===== src/bbrm_pkg.sv =====
// ----------------------------------------------------------------------------
// bbrm_pkg
// Shared types and constants for the bip buffer region manager.
// ----------------------------------------------------------------------------
package bbrm_pkg;

   // fixed field widths
   localparam int CMD_W    = 3;
   localparam int AMOUNT_W = 17;
   localparam int SIZE_W   = 17;

   // buffer_size after reset
   localparam logic [SIZE_W-1:0] SIZE_RESET = SIZE_W'(4096);

   // command codes
   localparam logic [CMD_W-1:0] CMD_CLEAR   = 3'd0;
   localparam logic [CMD_W-1:0] CMD_RESERVE = 3'd1;
   localparam logic [CMD_W-1:0] CMD_COMMIT  = 3'd2;
   localparam logic [CMD_W-1:0] CMD_PEEK    = 3'd3;
   localparam logic [CMD_W-1:0] CMD_CONSUME = 3'd4;

   // status codes
   localparam logic STATUS_OK      = 1'b0;
   localparam logic STATUS_REFUSED = 1'b1;

   // one request word
   typedef struct packed {
      logic [CMD_W-1:0]    command;
      logic [AMOUNT_W-1:0] amount;
   } bbrm_req_type;

endpackage


===== src/bbrm_req_if.sv =====
// ----------------------------------------------------------------------------
// bbrm_req_if
// Request channel: valid/ready handshake carrying command and amount.
// ----------------------------------------------------------------------------
interface bbrm_req_if;
   import bbrm_pkg::*;

   logic                valid;
   logic                ready;
   logic [CMD_W-1:0]    command;
   logic [AMOUNT_W-1:0] amount;

   modport source (output valid, command, amount, input ready);
   modport sink   (input valid, command, amount, output ready);

endinterface


===== src/bbrm_rsp_if.sv =====
// ----------------------------------------------------------------------------
// bbrm_rsp_if
// Response channel: valid/ready handshake carrying status and two spans.
// ----------------------------------------------------------------------------
interface bbrm_rsp_if #(
   parameter int OFFSET_BITS = 16
);
   import bbrm_pkg::*;

   logic                   valid;
   logic                   ready;
   logic                   status;
   logic [OFFSET_BITS-1:0] first_offset;
   logic [AMOUNT_W-1:0]    first_length;
   logic [OFFSET_BITS-1:0] second_offset;
   logic [AMOUNT_W-1:0]    second_length;

   modport source (output valid, status, first_offset, first_length,
                   second_offset, second_length, input ready);
   modport sink   (input valid, status, first_offset, first_length,
                   second_offset, second_length, output ready);

endinterface


===== src/bbrm_in_stage.sv =====
// ----------------------------------------------------------------------------
// bbrm_in_stage
// Input register: holds one request word until the engine takes it.
// ----------------------------------------------------------------------------
module bbrm_in_stage (
   input  logic                  clock,
   input  logic                  reset,
   bbrm_req_if.sink              req_chan,
   input  logic                  out_free,
   output logic                  fire,
   output bbrm_pkg::bbrm_req_type req_word
);
   import bbrm_pkg::*;

   logic         valid_ff;
   logic         valid_in;
   bbrm_req_type word_ff;
   logic         accept;

   // word moves on when the output register can take its result
   assign fire           = valid_ff && out_free;
   assign req_chan.ready = !valid_ff || fire;
   assign accept         = req_chan.valid && req_chan.ready;
   assign req_word       = word_ff;

   always_comb begin
      valid_in = valid_ff;
      if (accept) begin
         valid_in = 1'b1;
      end else if (fire) begin
         valid_in = 1'b0;
      end
   end

   always_ff @(posedge clock) begin
      if (reset) begin
         valid_ff <= 1'b0;
      end else begin
         valid_ff <= valid_in;
      end
   end

   // payload, no reset
   always_ff @(posedge clock) begin
      if (accept) begin
         word_ff.command <= req_chan.command;
         word_ff.amount  <= req_chan.amount;
      end
   end

endmodule


===== src/bbrm_engine.sv =====
// ----------------------------------------------------------------------------
// bbrm_engine
// Region state, buffer_size register and the per-command update logic.
// ----------------------------------------------------------------------------
module bbrm_engine #(
   parameter int OFFSET_BITS = 16
) (
   input  logic                        clock,
   input  logic                        reset,
   input  logic                        csr_wr_en,
   input  logic [bbrm_pkg::SIZE_W-1:0] csr_wr_data,
   input  logic                        fire,
   input  bbrm_pkg::bbrm_req_type      req_word,
   output logic                        res_status,
   output logic [OFFSET_BITS-1:0]      res_first_offset,
   output logic [bbrm_pkg::AMOUNT_W-1:0] res_first_length,
   output logic [OFFSET_BITS-1:0]      res_second_offset,
   output logic [bbrm_pkg::AMOUNT_W-1:0] res_second_length
);
   import bbrm_pkg::*;

   // offsets reach 2^OFFSET_BITS, sums need one more bit
   localparam int STATE_W = OFFSET_BITS + 1;
   localparam int SUM_W   = ((STATE_W > AMOUNT_W) ? STATE_W : AMOUNT_W) + 1;
   localparam logic [SUM_W-1:0] CAP = SUM_W'(1) << OFFSET_BITS;

   logic [STATE_W-1:0]  a_start_ff, a_end_ff, b_start_ff, b_end_ff;
   logic [STATE_W-1:0]  a_start_in, a_end_in, b_start_in, b_end_in;
   logic                read_sel_ff, write_sel_ff, read_sel_in, write_sel_in;
   logic [AMOUNT_W-1:0] reserved_ff, reserved_in;
   logic [SIZE_W-1:0]   size_ff;

   logic [SUM_W-1:0] eff_size, amt;
   logic [SUM_W-1:0] start_rd, end_rd, start_wr, end_wr;
   logic [SUM_W-1:0] len_rd, len_wr, end_plus, rd_adv, rest, wr_adv;
   logic             same_sel, take;

   // operand selection
   assign eff_size = (SUM_W'(size_ff) > CAP) ? CAP : SUM_W'(size_ff);
   assign amt      = SUM_W'(req_word.amount);
   assign start_rd = SUM_W'(read_sel_ff  ? b_start_ff : a_start_ff);
   assign end_rd   = SUM_W'(read_sel_ff  ? b_end_ff   : a_end_ff);
   assign start_wr = SUM_W'(write_sel_ff ? b_start_ff : a_start_ff);
   assign end_wr   = SUM_W'(write_sel_ff ? b_end_ff   : a_end_ff);
   assign same_sel = read_sel_ff == write_sel_ff;
   assign take     = req_word.command == CMD_CONSUME;

   // region lengths and advanced offsets
   assign len_rd   = (end_rd > start_rd) ? end_rd - start_rd : '0;
   assign len_wr   = (end_wr > start_wr) ? end_wr - start_wr : '0;
   assign end_plus = end_wr + amt;
   assign rd_adv   = start_rd + amt;
   assign rest     = amt - len_rd;
   assign wr_adv   = start_wr + rest;

   // command decode and next state
   always_comb begin
      a_start_in        = a_start_ff;
      a_end_in          = a_end_ff;
      b_start_in        = b_start_ff;
      b_end_in          = b_end_ff;
      read_sel_in       = read_sel_ff;
      write_sel_in      = write_sel_ff;
      reserved_in       = reserved_ff;
      res_status        = STATUS_REFUSED;
      res_first_offset  = '0;
      res_first_length  = '0;
      res_second_offset = '0;
      res_second_length = '0;

      unique case (req_word.command) inside
         CMD_CLEAR: begin
            a_start_in  = '0;
            a_end_in    = '0;
            b_start_in  = '0;
            b_end_in    = '0;
            reserved_in = '0;
            res_status  = STATUS_OK;
         end
         CMD_RESERVE: begin
            if (same_sel) begin
               if (end_plus <= eff_size) begin
                  reserved_in      = req_word.amount;
                  res_status       = STATUS_OK;
                  res_first_offset = end_wr[OFFSET_BITS-1:0];
                  res_first_length = req_word.amount;
               end else if (start_rd >= amt) begin
                  // switch writing to the other region, emptied
                  write_sel_in = !write_sel_ff;
                  if (write_sel_ff) begin
                     a_start_in = '0;
                     a_end_in   = '0;
                  end else begin
                     b_start_in = '0;
                     b_end_in   = '0;
                  end
                  reserved_in      = req_word.amount;
                  res_status       = STATUS_OK;
                  res_first_length = req_word.amount;
               end
            end else if (end_plus <= start_rd) begin
               reserved_in      = req_word.amount;
               res_status       = STATUS_OK;
               res_first_offset = end_wr[OFFSET_BITS-1:0];
               res_first_length = req_word.amount;
            end
         end
         CMD_COMMIT: begin
            if (amt <= SUM_W'(reserved_ff)) begin
               res_status       = STATUS_OK;
               res_first_offset = end_wr[OFFSET_BITS-1:0];
               res_first_length = req_word.amount;
               reserved_in      = '0;
               if (write_sel_ff) begin
                  b_end_in = end_plus[STATE_W-1:0];
               end else begin
                  a_end_in = end_plus[STATE_W-1:0];
               end
            end
         end
         CMD_PEEK, CMD_CONSUME: begin
            if (amt <= len_rd) begin
               res_status       = STATUS_OK;
               res_first_offset = start_rd[OFFSET_BITS-1:0];
               res_first_length = req_word.amount;
               if (take) begin
                  // advance read start, drained region goes to [0,0)
                  if (read_sel_ff) begin
                     b_start_in = (rd_adv == end_rd) ? '0 : rd_adv[STATE_W-1:0];
                     b_end_in   = (rd_adv == end_rd) ? '0 : b_end_ff;
                  end else begin
                     a_start_in = (rd_adv == end_rd) ? '0 : rd_adv[STATE_W-1:0];
                     a_end_in   = (rd_adv == end_rd) ? '0 : a_end_ff;
                  end
               end
            end else if (!same_sel && (amt <= len_rd + len_wr)) begin
               // cross-region read: rest of read region, then write region
               res_status        = STATUS_OK;
               res_first_offset  = start_rd[OFFSET_BITS-1:0];
               res_first_length  = len_rd[AMOUNT_W-1:0];
               res_second_offset = start_wr[OFFSET_BITS-1:0];
               res_second_length = rest[AMOUNT_W-1:0];
               if (take) begin
                  read_sel_in = write_sel_ff;
                  if (read_sel_ff) begin
                     b_start_in = '0;
                     b_end_in   = '0;
                     a_start_in = (wr_adv == end_wr) ? '0 : wr_adv[STATE_W-1:0];
                     a_end_in   = (wr_adv == end_wr) ? '0 : a_end_ff;
                  end else begin
                     a_start_in = '0;
                     a_end_in   = '0;
                     b_start_in = (wr_adv == end_wr) ? '0 : wr_adv[STATE_W-1:0];
                     b_end_in   = (wr_adv == end_wr) ? '0 : b_end_ff;
                  end
               end
            end
         end
         default: begin
            // unknown command: refused, state held
         end
      endcase
   end

   // state registers
   always_ff @(posedge clock) begin
      if (reset) begin
         a_start_ff   <= '0;
         a_end_ff     <= '0;
         b_start_ff   <= '0;
         b_end_ff     <= '0;
         read_sel_ff  <= 1'b0;
         write_sel_ff <= 1'b0;
         reserved_ff  <= '0;
      end else if (fire) begin
         a_start_ff   <= a_start_in;
         a_end_ff     <= a_end_in;
         b_start_ff   <= b_start_in;
         b_end_ff     <= b_end_in;
         read_sel_ff  <= read_sel_in;
         write_sel_ff <= write_sel_in;
         reserved_ff  <= reserved_in;
      end
   end

   // buffer_size register
   always_ff @(posedge clock) begin
      if (reset) begin
         size_ff <= SIZE_RESET;
      end else if (csr_wr_en) begin
         size_ff <= csr_wr_data;
      end
   end

   // regions never invert
   a_region_order: assert property (@(posedge clock) disable iff (reset)
      (a_start_ff <= a_end_ff) && (b_start_ff <= b_end_ff))
      else $error("region start beyond region end");

   // region ends stay inside the addressable store
   a_region_bound: assert property (@(posedge clock) disable iff (reset)
      (SUM_W'(a_end_ff) <= CAP) && (SUM_W'(b_end_ff) <= CAP))
      else $error("region end beyond store");

   // a granted commit releases the reservation
   a_commit_release: assert property (@(posedge clock) disable iff (reset)
      fire && (req_word.command == CMD_COMMIT) && (amt <= SUM_W'(reserved_ff))
      |=> reserved_ff == '0)
      else $error("reservation kept after commit");

   // unknown commands leave the regions alone
   a_unknown_hold: assert property (@(posedge clock) disable iff (reset)
      fire && (req_word.command > CMD_CONSUME)
      |=> $stable(a_start_ff) && $stable(a_end_ff) && $stable(b_start_ff)
          && $stable(b_end_ff) && $stable(read_sel_ff)
          && $stable(write_sel_ff) && $stable(reserved_ff))
      else $error("state changed on unknown command");

endmodule


===== src/bbrm_out_stage.sv =====
// ----------------------------------------------------------------------------
// bbrm_out_stage
// Output register: holds one response word until the sink takes it.
// ----------------------------------------------------------------------------
module bbrm_out_stage #(
   parameter int OFFSET_BITS = 16
) (
   input  logic                          clock,
   input  logic                          reset,
   input  logic                          fire,
   input  logic                          res_status,
   input  logic [OFFSET_BITS-1:0]        res_first_offset,
   input  logic [bbrm_pkg::AMOUNT_W-1:0] res_first_length,
   input  logic [OFFSET_BITS-1:0]        res_second_offset,
   input  logic [bbrm_pkg::AMOUNT_W-1:0] res_second_length,
   output logic                          out_free,
   bbrm_rsp_if.source                    rsp_chan
);
   import bbrm_pkg::*;

   logic                   valid_ff;
   logic                   valid_in;
   logic                   status_ff;
   logic [OFFSET_BITS-1:0] first_offset_ff, second_offset_ff;
   logic [AMOUNT_W-1:0]    first_length_ff, second_length_ff;

   // room for a new word when empty or being drained
   assign out_free = !valid_ff || rsp_chan.ready;

   always_comb begin
      valid_in = valid_ff;
      if (fire) begin
         valid_in = 1'b1;
      end else if (rsp_chan.ready) begin
         valid_in = 1'b0;
      end
   end

   always_ff @(posedge clock) begin
      if (reset) begin
         valid_ff <= 1'b0;
      end else begin
         valid_ff <= valid_in;
      end
   end

   // payload, no reset
   always_ff @(posedge clock) begin
      if (fire) begin
         status_ff        <= res_status;
         first_offset_ff  <= res_first_offset;
         first_length_ff  <= res_first_length;
         second_offset_ff <= res_second_offset;
         second_length_ff <= res_second_length;
      end
   end

   assign rsp_chan.valid         = valid_ff;
   assign rsp_chan.status        = status_ff;
   assign rsp_chan.first_offset  = first_offset_ff;
   assign rsp_chan.first_length  = first_length_ff;
   assign rsp_chan.second_offset = second_offset_ff;
   assign rsp_chan.second_length = second_length_ff;

endmodule


===== src/bip_buffer_region_manager_core.sv =====
// Path: a request word is held in the input register, its response in the output register.
// Throughput: one word per cycle unless the sink stalls; the command logic is a
// single registered pass over the region offsets, limited by the engine's compare/add path.
// Reset: regions empty, both selectors on region a, no reservation,
// buffer_size 4096; no clearing pass, a request is taken right after reset.
// ----------------------------------------------------------------------------
// bip_buffer_region_manager_core
// Offset manager for a bipartite circular buffer: input register, command
// engine with region state, output register.
// ----------------------------------------------------------------------------
module bip_buffer_region_manager_core #(
   parameter int OFFSET_BITS = 16
) (
   input  logic                        clock,
   input  logic                        reset,
   input  logic                        csr_wr_en,
   input  logic [bbrm_pkg::SIZE_W-1:0] csr_wr_data,
   bbrm_req_if.sink                    req_chan,
   bbrm_rsp_if.source                  rsp_chan
);
   import bbrm_pkg::*;

   logic                   fire;
   logic                   out_free;
   bbrm_req_type           req_word;
   logic                   res_status;
   logic [OFFSET_BITS-1:0] res_first_offset, res_second_offset;
   logic [AMOUNT_W-1:0]    res_first_length, res_second_length;

   bbrm_in_stage u_in_stage (
      .clock    (clock),
      .reset    (reset),
      .req_chan (req_chan),
      .out_free (out_free),
      .fire     (fire),
      .req_word (req_word)
   );

   bbrm_engine #(
      .OFFSET_BITS (OFFSET_BITS)
   ) u_engine (
      .clock             (clock),
      .reset             (reset),
      .csr_wr_en         (csr_wr_en),
      .csr_wr_data       (csr_wr_data),
      .fire              (fire),
      .req_word          (req_word),
      .res_status        (res_status),
      .res_first_offset  (res_first_offset),
      .res_first_length  (res_first_length),
      .res_second_offset (res_second_offset),
      .res_second_length (res_second_length)
   );

   bbrm_out_stage #(
      .OFFSET_BITS (OFFSET_BITS)
   ) u_out_stage (
      .clock             (clock),
      .reset             (reset),
      .fire              (fire),
      .res_status        (res_status),
      .res_first_offset  (res_first_offset),
      .res_first_length  (res_first_length),
      .res_second_offset (res_second_offset),
      .res_second_length (res_second_length),
      .out_free          (out_free),
      .rsp_chan          (rsp_chan)
   );

endmodule


===== src/flat_wrapper.sv =====
// flat-port wrapper written by rule: the top's interface ports become plain ports
module bip_buffer_region_manager_core_flat import bbrm_pkg::*;
#(
   parameter int OFFSET_BITS = 16
)
  (clock, reset, csr_wr_en, csr_wr_data, req_chan_valid, req_chan_command, req_chan_amount, req_chan_ready, rsp_chan_valid, rsp_chan_status, rsp_chan_first_offset, rsp_chan_first_length, rsp_chan_second_offset, rsp_chan_second_length, rsp_chan_ready);
  bbrm_req_if req_chan_i ();
  bbrm_rsp_if #(.OFFSET_BITS(OFFSET_BITS)) rsp_chan_i ();
  input  logic clock;
  input  logic reset;
  input  logic csr_wr_en;
  input  logic [bbrm_pkg::SIZE_W-1:0] csr_wr_data;
  input wire logic [$bits(req_chan_i.valid)-1:0] req_chan_valid;
  input wire logic [$bits(req_chan_i.command)-1:0] req_chan_command;
  input wire logic [$bits(req_chan_i.amount)-1:0] req_chan_amount;
  output wire logic [$bits(req_chan_i.ready)-1:0] req_chan_ready;
  output wire logic [$bits(rsp_chan_i.valid)-1:0] rsp_chan_valid;
  output wire logic [$bits(rsp_chan_i.status)-1:0] rsp_chan_status;
  output wire logic [$bits(rsp_chan_i.first_offset)-1:0] rsp_chan_first_offset;
  output wire logic [$bits(rsp_chan_i.first_length)-1:0] rsp_chan_first_length;
  output wire logic [$bits(rsp_chan_i.second_offset)-1:0] rsp_chan_second_offset;
  output wire logic [$bits(rsp_chan_i.second_length)-1:0] rsp_chan_second_length;
  input wire logic [$bits(rsp_chan_i.ready)-1:0] rsp_chan_ready;
  assign req_chan_i.valid = req_chan_valid;
  assign req_chan_i.command = req_chan_command;
  assign req_chan_i.amount = req_chan_amount;
  assign req_chan_ready = req_chan_i.ready;
  assign rsp_chan_valid = rsp_chan_i.valid;
  assign rsp_chan_status = rsp_chan_i.status;
  assign rsp_chan_first_offset = rsp_chan_i.first_offset;
  assign rsp_chan_first_length = rsp_chan_i.first_length;
  assign rsp_chan_second_offset = rsp_chan_i.second_offset;
  assign rsp_chan_second_length = rsp_chan_i.second_length;
  assign rsp_chan_i.ready = rsp_chan_ready;
  bip_buffer_region_manager_core #(.OFFSET_BITS(OFFSET_BITS)) u_core (.clock(clock), .reset(reset), .csr_wr_en(csr_wr_en), .csr_wr_data(csr_wr_data), .req_chan(req_chan_i), .rsp_chan(rsp_chan_i));
endmodule

===== config.mk =====
export PLATFORM = sky130hd
export DESIGN_NAME = bip_buffer_region_manager_core_flat
export DESIGN_NICKNAME = d
export VERILOG_FILES = /design/src/bbrm_pkg.sv /design/src/bbrm_req_if.sv /design/src/bbrm_rsp_if.sv /design/src/bbrm_in_stage.sv /design/src/bbrm_engine.sv /design/src/bbrm_out_stage.sv /design/src/bip_buffer_region_manager_core.sv /design/src/flat_wrapper.sv
export SDC_FILE = /design/constraint.sdc
export NUM_CORES = 1
export LEC_CHECK = 0
export ABC_AREA = 0
export CORE_AREA = 3 3 175 177
export CTS_BUF_LIST = sky130_fd_sc_hd__clkbuf_2 sky130_fd_sc_hd__clkbuf_4 sky130_fd_sc_hd__clkbuf_8
export DETAILED_ROUTE_END_ITERATION = 7
export DIE_AREA = 0 0 178 180
export DONT_BUFFER_PORTS = 1
export PLACE_DENSITY_LB_ADDON = 0.1
export SLEW_MARGIN = 20
export SYNTH_ARGS = -nofsm -noshare
export SYNTH_HDL_FRONTEND = slang
export SYNTH_SLANG_ARGS = --single-unit
export TNS_END_PERCENT = 20

===== constraint.sdc =====
create_clock -name clock -period 12.05 [get_ports clock]
set_input_delay 1.8075 -clock clock [delete_from_list [all_inputs] [get_ports clock]]
set_output_delay 1.8075 -clock clock [all_outputs]
set_load 0.1 [all_outputs]

* Word-level counts from Yosys, hierarchy flattened
Cells that the tools add are included.
Operators by class: $add $sub $neg 7, multiply operators 0, divide/modulo/power cells 0, order comparisons 9, eq/ne operators 25, shift-type cells 0, multiplexer cells 84, bitwise gates (word level) 4, reductions and logical operators 24
Operator list (count):
- two-way mux 17 bit | 57
- case mux 17 bit (3 select lines) | 4
- case mux 17 bit (4 select lines) | 2
- two-way mux 16 bit | 6
- case mux 16 bit (3 select lines) | 1
- adder 17 x 17 -> 18 bit | 2
- equality test 18 x 17 -> 1 bit | 2
- less-or-equal comparator 17 x 18 -> 1 bit | 2
- less-or-equal comparator 18 x 17 -> 1 bit | 2
- two-way mux 18 bit | 2
- subtractor 17 x 17 -> 18 bit | 2
- > comparator 17 bit | 2
- AND reduction 14 bit | 2
- AND reduction 10 bit | 2
- adder 17 x 18 -> 18 bit | 1
- adder 18 bit | 1
- inequality test 3 bit, second input constant | 6
- subtractor 17 x 18 -> 18 bit | 1
- >= comparator 17 bit | 1
- > comparator 17 bit, second input constant | 1
- less-or-equal comparator 17 bit | 1
- AND reduction 5 bit | 3
- inequality test 2 bit, second input constant | 6
- two-way mux 1 bit | 11
- other kinds (19) | 33
Word-level totals: bits in registers 193, latch bits 0, memory bits (writable) 0, bits in read-only memories 0, output and inout port bits 69, word-level logic and storage cells 170, memories kept 0

* Longest topological paths before layout
depth after elaboration 12, depth in mapped cells 47

* By module
A second synthesis with hierarchy kept.
Second synthesis, totals: cells, all modules 2055, area, all modules 17679.5 sq um
Modules (own cells, without submodules):
- bbrm_engine | instances 1, cells an instance 1958, area each 14958.1 sq um, sequential area each 2082.0 sq um
- bbrm_out_stage | instances 1, cells an instance 71, area each 2058.2 sq um, sequential area each 2031.9 sq um
- bbrm_in_stage | instances 1, cells an instance 26, area each 663.1 sq um, sequential area each 620.6 sq um

* Worst setup path before layout
No wires, ideal clock.
path type reg-to-reg, start register u_core.u_engine.read_sel_ff, end register u_core.u_engine.a_start_ff[8], arrival 8.756 ns, slack 3.162 ns, cell stages (with the launch flop) 44, period minus slack after synthesis 8.888 ns, cell sequence dfxtp_1 -> buf_2 -> buf_2 -> clkbuf_1 -> clkbuf_1 -> buf_1 -> mux2i_1 -> ha_1 -> nand4_1 -> a21oi_1 -> o31ai_1 -> a21oi_1 -> and2_1 -> o21ai_0 -> nand2b_1 -> a21oi_1 -> nor2_1 -> ha_1 -> (+8 left out) -> a21o_1 -> a31oi_1 -> o21ai_0 -> a21oi_1 -> xor2_1 -> ha_1 -> nand3_1 -> nor4_1 -> a22oi_1 -> o21ai_0 -> a211o_1 -> a21oi_1 -> nand4b_1 -> buf_2 -> nor2_1 -> buf_2 -> mux2i_1 -> o22ai_1
On the way: word-level cells in the longest chain between the ends 12, elaborated cells on any way between the ends 33, those cells by class add/sub (5); order compare (4); eq/ne (9); mux (12); reduce/logical (3)
Ends and longest elaborated chain:
- from (decl) | line bbrm_engine.sv:29 | logic read_sel_ff, write_sel_ff, read_sel_in, write_sel_in;
- from (signal assigned) | line bbrm_engine.sv:180 | read_sel_ff <= read_sel_in;
- two-way mux 17 bit (on tied branches) | line bbrm_engine.sv:42, bbrm_engine.sv:41
- subtractor 17 x 17 -> 18 bit or > comparator 17 bit (tied branches) | line bbrm_engine.sv:49 | assign len_rd = (end_rd > start_rd) ? end_rd - start_rd : '0;
- two-way mux 18 bit | line bbrm_engine.sv:49
- subtractor 17 x 18 -> 18 bit | line bbrm_engine.sv:53 | assign rest = amt - len_rd;
- adder 17 x 18 -> 18 bit | line bbrm_engine.sv:54 | assign wr_adv = start_wr + rest;
- equality test 18 x 17 -> 1 bit | line bbrm_engine.sv:148 | a_start_in = (wr_adv == end_wr) ? '0 : wr_adv[STATE_W-1:0];
- two-way mux 17 bit | line bbrm_engine.sv:148
- two-way mux 17 bit | line bbrm_engine.sv:145 | if (read_sel_ff) begin
- two-way mux 17 bit | line bbrm_engine.sv:143 | if (take) begin
- two-way mux 17 bit | line bbrm_engine.sv:136 | end else if (!same_sel && (amt <= len_rd + len_wr)) begin
- two-way mux 17 bit | line bbrm_engine.sv:122 | if (amt <= len_rd) begin
- case mux 17 bit (3 select lines) | line bbrm_engine.sv:71 | unique case (req_word.command) inside
- to (signal assigned) | line bbrm_engine.sv:176 | a_start_ff <= a_start_in;
- to (decl) | line bbrm_engine.sv:27 | logic [STATE_W-1:0] a_start_ff, a_end_ff, b_start_ff, b_end_ff;
Several ways; a longest one is shown, not always the timed one. The select of a mux whose other input is x is not followed. A chain may end at the register's enable or synchronous reset.

* Worst setup path after layout
start register u_core.u_engine.read_sel_ff, end register u_core.u_engine.a_end_ff[7]
On the way: word-level cells in the longest chain between the ends 8, elaborated cells on any way between the ends 31, those cells by class add/sub (5); order compare (4); eq/ne (11); mux (8); reduce/logical (3)
Ends and longest elaborated chain:
- two-way mux 17 bit (on tied branches) | line bbrm_engine.sv:42, bbrm_engine.sv:41
- subtractor 17 x 17 -> 18 bit or > comparator 17 bit (tied branches) | line bbrm_engine.sv:49
- two-way mux 18 bit | line bbrm_engine.sv:49
- subtractor 17 x 18 -> 18 bit or adder 18 bit (tied branches) | line bbrm_engine.sv:53, bbrm_engine.sv:136
- adder 17 x 18 -> 18 bit or less-or-equal comparator 17 x 18 -> 1 bit (tied branches) | line bbrm_engine.sv:54, bbrm_engine.sv:136
- equality test 18 x 17 -> 1 bit or logical AND 1 bit (tied branches) | line bbrm_engine.sv:149, bbrm_engine.sv:136
- inequality test 4 bit (no source line) or inequality test 3 bit (tied branches)
- AND reduction 14 bit (no source line)
- to (signal assigned) | line bbrm_engine.sv:177 | a_end_ff <= a_end_in;
- to (decl) | line bbrm_engine.sv:27
Several ways; a longest one is shown, not always the timed one. The select of a mux whose other input is x is not followed.

==> metrics.json <==
{
  "run_status": {"value": "finished clean"},
  "avgRoutedWirePerCell": {"value": 25.7, "unit": "microns"},
  "grt_antenna_before_repair": {"value": 0},
  "gpl_wtd_cong": {"value": 1.12},
  "post_cts.resized_instances": {"value": 0},
  "place.detailed.hpwl": {"value": 47700, "unit": "microns"},
  "layout-drive-gt1-share": {"value": 0.0629},
  "yosys.area.top_type": {"value": "sky130_fd_sc_hd__edfxtp_1"},
  "drtIter0Drc": {"value": 1769},
  "global_route.usage.total": {"value": 0.369},
  "worst_ep_arrival_time": {"value": 11.11, "unit": "ns"},
  "hp-start": {"value": "u_core.u_engine.reserved_ff[4]"},
  "cts_num_sinks": {"value": 193},
  "ctsLongestPathBuffers": {"value": 2},
  "drt_first_pass_iters": {"value": 6},
  "edff_count_synth": {"value": 87},
  "io_buffer_count": {"value": 0},
  "worst_path_max_delay_cell": {"value": "sky130_fd_sc_hd__dfxtp_2"},
  "report.final.setup_viol": {"value": 0},
  "ys_seq_area_frac": {"value": 0.273},
  "ys_warn_count": {"value": 0},
  "top_level_ports": {"value": 111},
  "placeableCoreArea": {"value": 29400, "unit": "sq um"},
  "synth_top_cells_by_area": {"value": "sky130_fd_sc_hd__edfxtp_1, sky130_fd_sc_hd__ha_1, sky130_fd_sc_hd__dfxtp_1, sky130_fd_sc_hd__mux2i_1, sky130_fd_sc_hd__xnor2_1"},
  "globalRoute.totalOverflow": {"value": 0},
  "avgSynthCellArea": {"value": 8.84, "unit": "sq um"},
  "path_common_cell": {"value": "sky130_fd_sc_hd__a21oi_1"},
  "crit_path_start": {"value": "u_core.u_engine.read_sel_ff"},
  "via_count_of_the_first_global_routing_pass": {"value": 15002},
  "first_pass_grt_wire_length": {"value": 89900, "unit": "microns"},
  "post_synth_inst_count": {"value": 1962},
  "drc": {"value": 0},
  "worstSetupPathType": {"value": "reg -> reg"},
  "rsz0062_at_grt": {"value": "no"},
  "ys_ff_latch": {"value": 193},
  "relSlewSlack": {"value": 0.230},
  "power_share_of_the_sequential_group": {"value": 0.484},
  "sw_frac_of_total": {"value": 0.382},
  "tritoncts_clock_tree": {"value": "yes"},
  "final_hold_viol_count": {"value": 0},
  "timing_worst_slew_pin_value": {"value": 1.15, "unit": "ns"},
  "worst-endpoint-required": {"value": 12.48, "unit": "ns"},
  "timing.critical_path.to_type": {"value": "flop"},
  "max-vdd-ir-drop": {"value": 0.0525, "unit": "mV"},
  "die-height": {"value": 180, "unit": "microns"},
  "combinational_share_of_power": {"value": 0.251},
  "cts.htree.levels": {"value": 4},
  "power.share.clock": {"value": 0.264},
  "critPathBufInv": {"value": 3},
  "worst_hold_path_type": {"value": "reg -> reg"},
  "num_rows": {"value": 63},
  "fp.dieArea": {"value": 32000, "unit": "sq um"},
  "critical_path.top_delay_family": {"value": "compound AO/OA/AOI/OAI gates"},
  "worst_skew_pair.late_latency": {"value": 0.51, "unit": "ns"},
  "fin_nets": {"value": 2196},
  "tritoncts_buffer_count": {"value": 17},
  "cts.root.buffer_cell": {"value": "sky130_fd_sc_hd__clkbuf_8"},
  "synthArstFlopShare": {"value": 0},
  "netlist_area": {"value": 17400, "unit": "sq um"},
  "maximum_number_of_pins_on_one_net_before_global_route_repair": {"value": 76},
  "drv.max_cap_violation_count": {"value": 0},
  "final_min_period_over_clock_period": {"value": 0.887},
  "power_density": {"value": 89.7, "unit": "nW/um^2"},
  "post_cts_clock_slew_at_the_launch_and_capture_registers_of_the_worst_setup_and_hold_paths": {"value": 0.11, "unit": "ns"},
  "r2r-start": {"value": "u_core.u_engine.read_sel_ff"},
  "total_power": {"value": 0.00163, "unit": "W"},
  "finalWirelength": {"value": 60200, "unit": "microns"},
  "floorplan.initialDensity": {"value": 0.590},
  "tns": {"value": 0, "unit": "ns"},
  "detailed_route_vias_per_instance": {"value": 6.70},
  "synth_nets": {"value": 2216},
  "leakage_power": {"value": 7.71, "unit": "nW"},
  "finalWorstPathRequiredPeriod": {"value": 10.69, "unit": "ns"},
  "cellInternalPower": {"value": 0.00101, "unit": "W"},
  "synthDominantCellAreaShare": {"value": 0.151},
  "worst-path-max-fanout": {"value": 27},
  "antenna_left": {"value": 0},
  "clock_skew": {"value": 0.0203, "unit": "ns"},
  "routed-via-count": {"value": 15714},
  "number_of_library_cell_types_mapped_by_synthesis": {"value": 103},
  "power.switching": {"value": 0.000621, "unit": "W"},
  "fmax": {"value": 0.0936, "unit": "GHz"},
  "die_width": {"value": 178, "unit": "microns"},
  "postCtsSetupRepairBufs": {"value": 0},
  "critical_path.max_stage_delay": {"value": 0.82, "unit": "ns"},
  "hold_buffers": {"value": 0},
  "flow.area_growth_from_synthesis": {"value": 4.54, "unit": "%"},
  "synth_flop_cell": {"value": "sky130_fd_sc_hd__dfxtp_1"},
  "fillerInstances": {"value": 2563},
  "report.final.slew_viol_count": {"value": 0},
  "cp-start-kind": {"value": "flop"},
  "antenna_cells_inserted": {"value": 0}
}
[per-layer routing]
layer	share of wire	GRT usage	vias up
li1	-	-	7137
met1	0.41	0.494	7507
met2	0.44	0.575	865
met3	0.088	0.0632	205
met4	0.057	0.179	0
met5	0	0	-
[Yosys cell counts, drive strengths merged (16+ instances only)]
master / instances
buf: 24
dfxtp: 106
nor2b: 36
o21ai: 81
mux2i: 110
ha: 205
nor2: 164
clkbuf: 43
a21o: 41
a31oi: 16
xnor2: 76
nor4: 23
o21a: 24
o2bb2ai: 28
inv: 158
nand4: 25
nand3: 33
o21bai: 20
edfxtp: 87
a21oi: 125
and2: 23
xor2: 43
a211oi: 18
a22o: 39
nand2b: 54
o22ai: 20
nor3: 35
nand2: 115
[path summary, 6_finish.rpt]
path              cells after the start  slack [ns]                        endpoint
setup reg to reg                     38        1.36     u_core.u_engine.a_end_ff[7]
hold reg to reg                       1        0.49  u_core.u_engine.reserved_ff[4]
setup / recovery                     38        1.36     u_core.u_engine.a_end_ff[7]
hold / removal                        1        0.49  u_core.u_engine.reserved_ff[4]
[worst reg2reg max path: cells and delay by family, from the launching register on]
| kind | cells | cell delay (ns) |
|---|---|---|
| simple gates | 7 | 1.78 |
| compound gates | 22 | 5.16 |
| buf+inv | 3 | 0.83 |
| mux | 2 | 0.76 |
| fa+ha+maj | 3 | 1.09 |
| flops | 1 | 0.82 |
| xor+xnor | 1 | 0.17 |
[state kept, by name, indices dropped and copies added (netlist names)]
name / cells
u_core.u_in_stage.req_word: 20
u_core.u_engine.a_end_ff: 17
u_core.u_engine.a_start_ff: 17
u_core.u_engine.b_end_ff: 17
u_core.u_engine.b_start_ff: 17
u_core.u_engine.reserved_ff: 17
u_core.u_engine.size_ff: 17
u_core.u_out_stage.rsp_chan.first_length: 17
u_core.u_out_stage.rsp_chan.second_length: 17
u_core.u_out_stage.rsp_chan.first_offset: 16
u_core.u_out_stage.rsp_chan.second_offset: 16
u_core.u_engine.read_sel_ff: 1
u_core.u_engine.write_sel_ff: 1
u_core.u_in_stage.valid_ff: 1
u_core.u_out_stage.rsp_chan.status: 1
u_core.u_out_stage.rsp_chan.valid: 1
[final cells by class]
| cell class | count | area, sq um | share of cell area |
|---|---|---|---|
| multi-input cells | 1544 | 11700 | 0.647 |
| inverters | 158 | 593 | 0.0327 |
| clock buffers | 17 | 234 | 0.0129 |
| well taps | 390 | 488 | 0.0269 |
| flip-flops and latches | 193 | 4740 | 0.261 |
| clock inverters | 15 | 145 | 0.00800 |
| repair buffers | 28 | 210 | 0.0116 |
[metrics by stage]
stage | std cells | worst slack, ns | util | cell area (sq um) | hold slack (ns)
detailed placement | 2313 | 1.72 | 0.603 | 17700 | 0.465
global placement | 2313 | 1.99 | 0.603 | 17700 | 0.462
CTS | 2345 | 1.64 | 0.616 | 18100 | 0.494
floorplan | 1962 | 3.16 | - | 17400 | 0.448
global route | 2345 | 0.588 | 0.617 | 18100 | 0.506
finish | 2345 | 1.36 | 0.617 | 18100 | 0.492
[cell usage in the layout, fill, tap and decap left out, drive strengths merged, types with 54 or more instances in the layout]
cell type	instances
a21oi	125
dfxtp	106
edfxtp	87
ha	205
inv	168
mux2i	110
nand2	115
nand2b	54
nor2	164
o21ai	81
xnor2	76
[power by group through the flow]
stage / logic, W / registers, W / clock network, W
after floorplan: 0.000286 / 0.000794 / 0
after global placement: 0.000390 / 0.000802 / 0
after detailed placement: 0.000393 / 0.000802 / 0
after CTS: 0.000396 / 0.000787 / 0.000433
after global routing: 0.000439 / 0.000790 / 0.000455
final: 0.000409 / 0.000788 / 0.000430
[logic make-up after synthesis]
logic type	synth area share
and+or+nand+nor	0.159
AOI/OAI and AO/OA	0.216
buffers and inverters	0.0527
adders and majority gates	0.156
DFF	0.273
xor gates and xnor gates	0.0697
muxes	0.0734
Note: power is estimated with default switching activity, not from simulation.
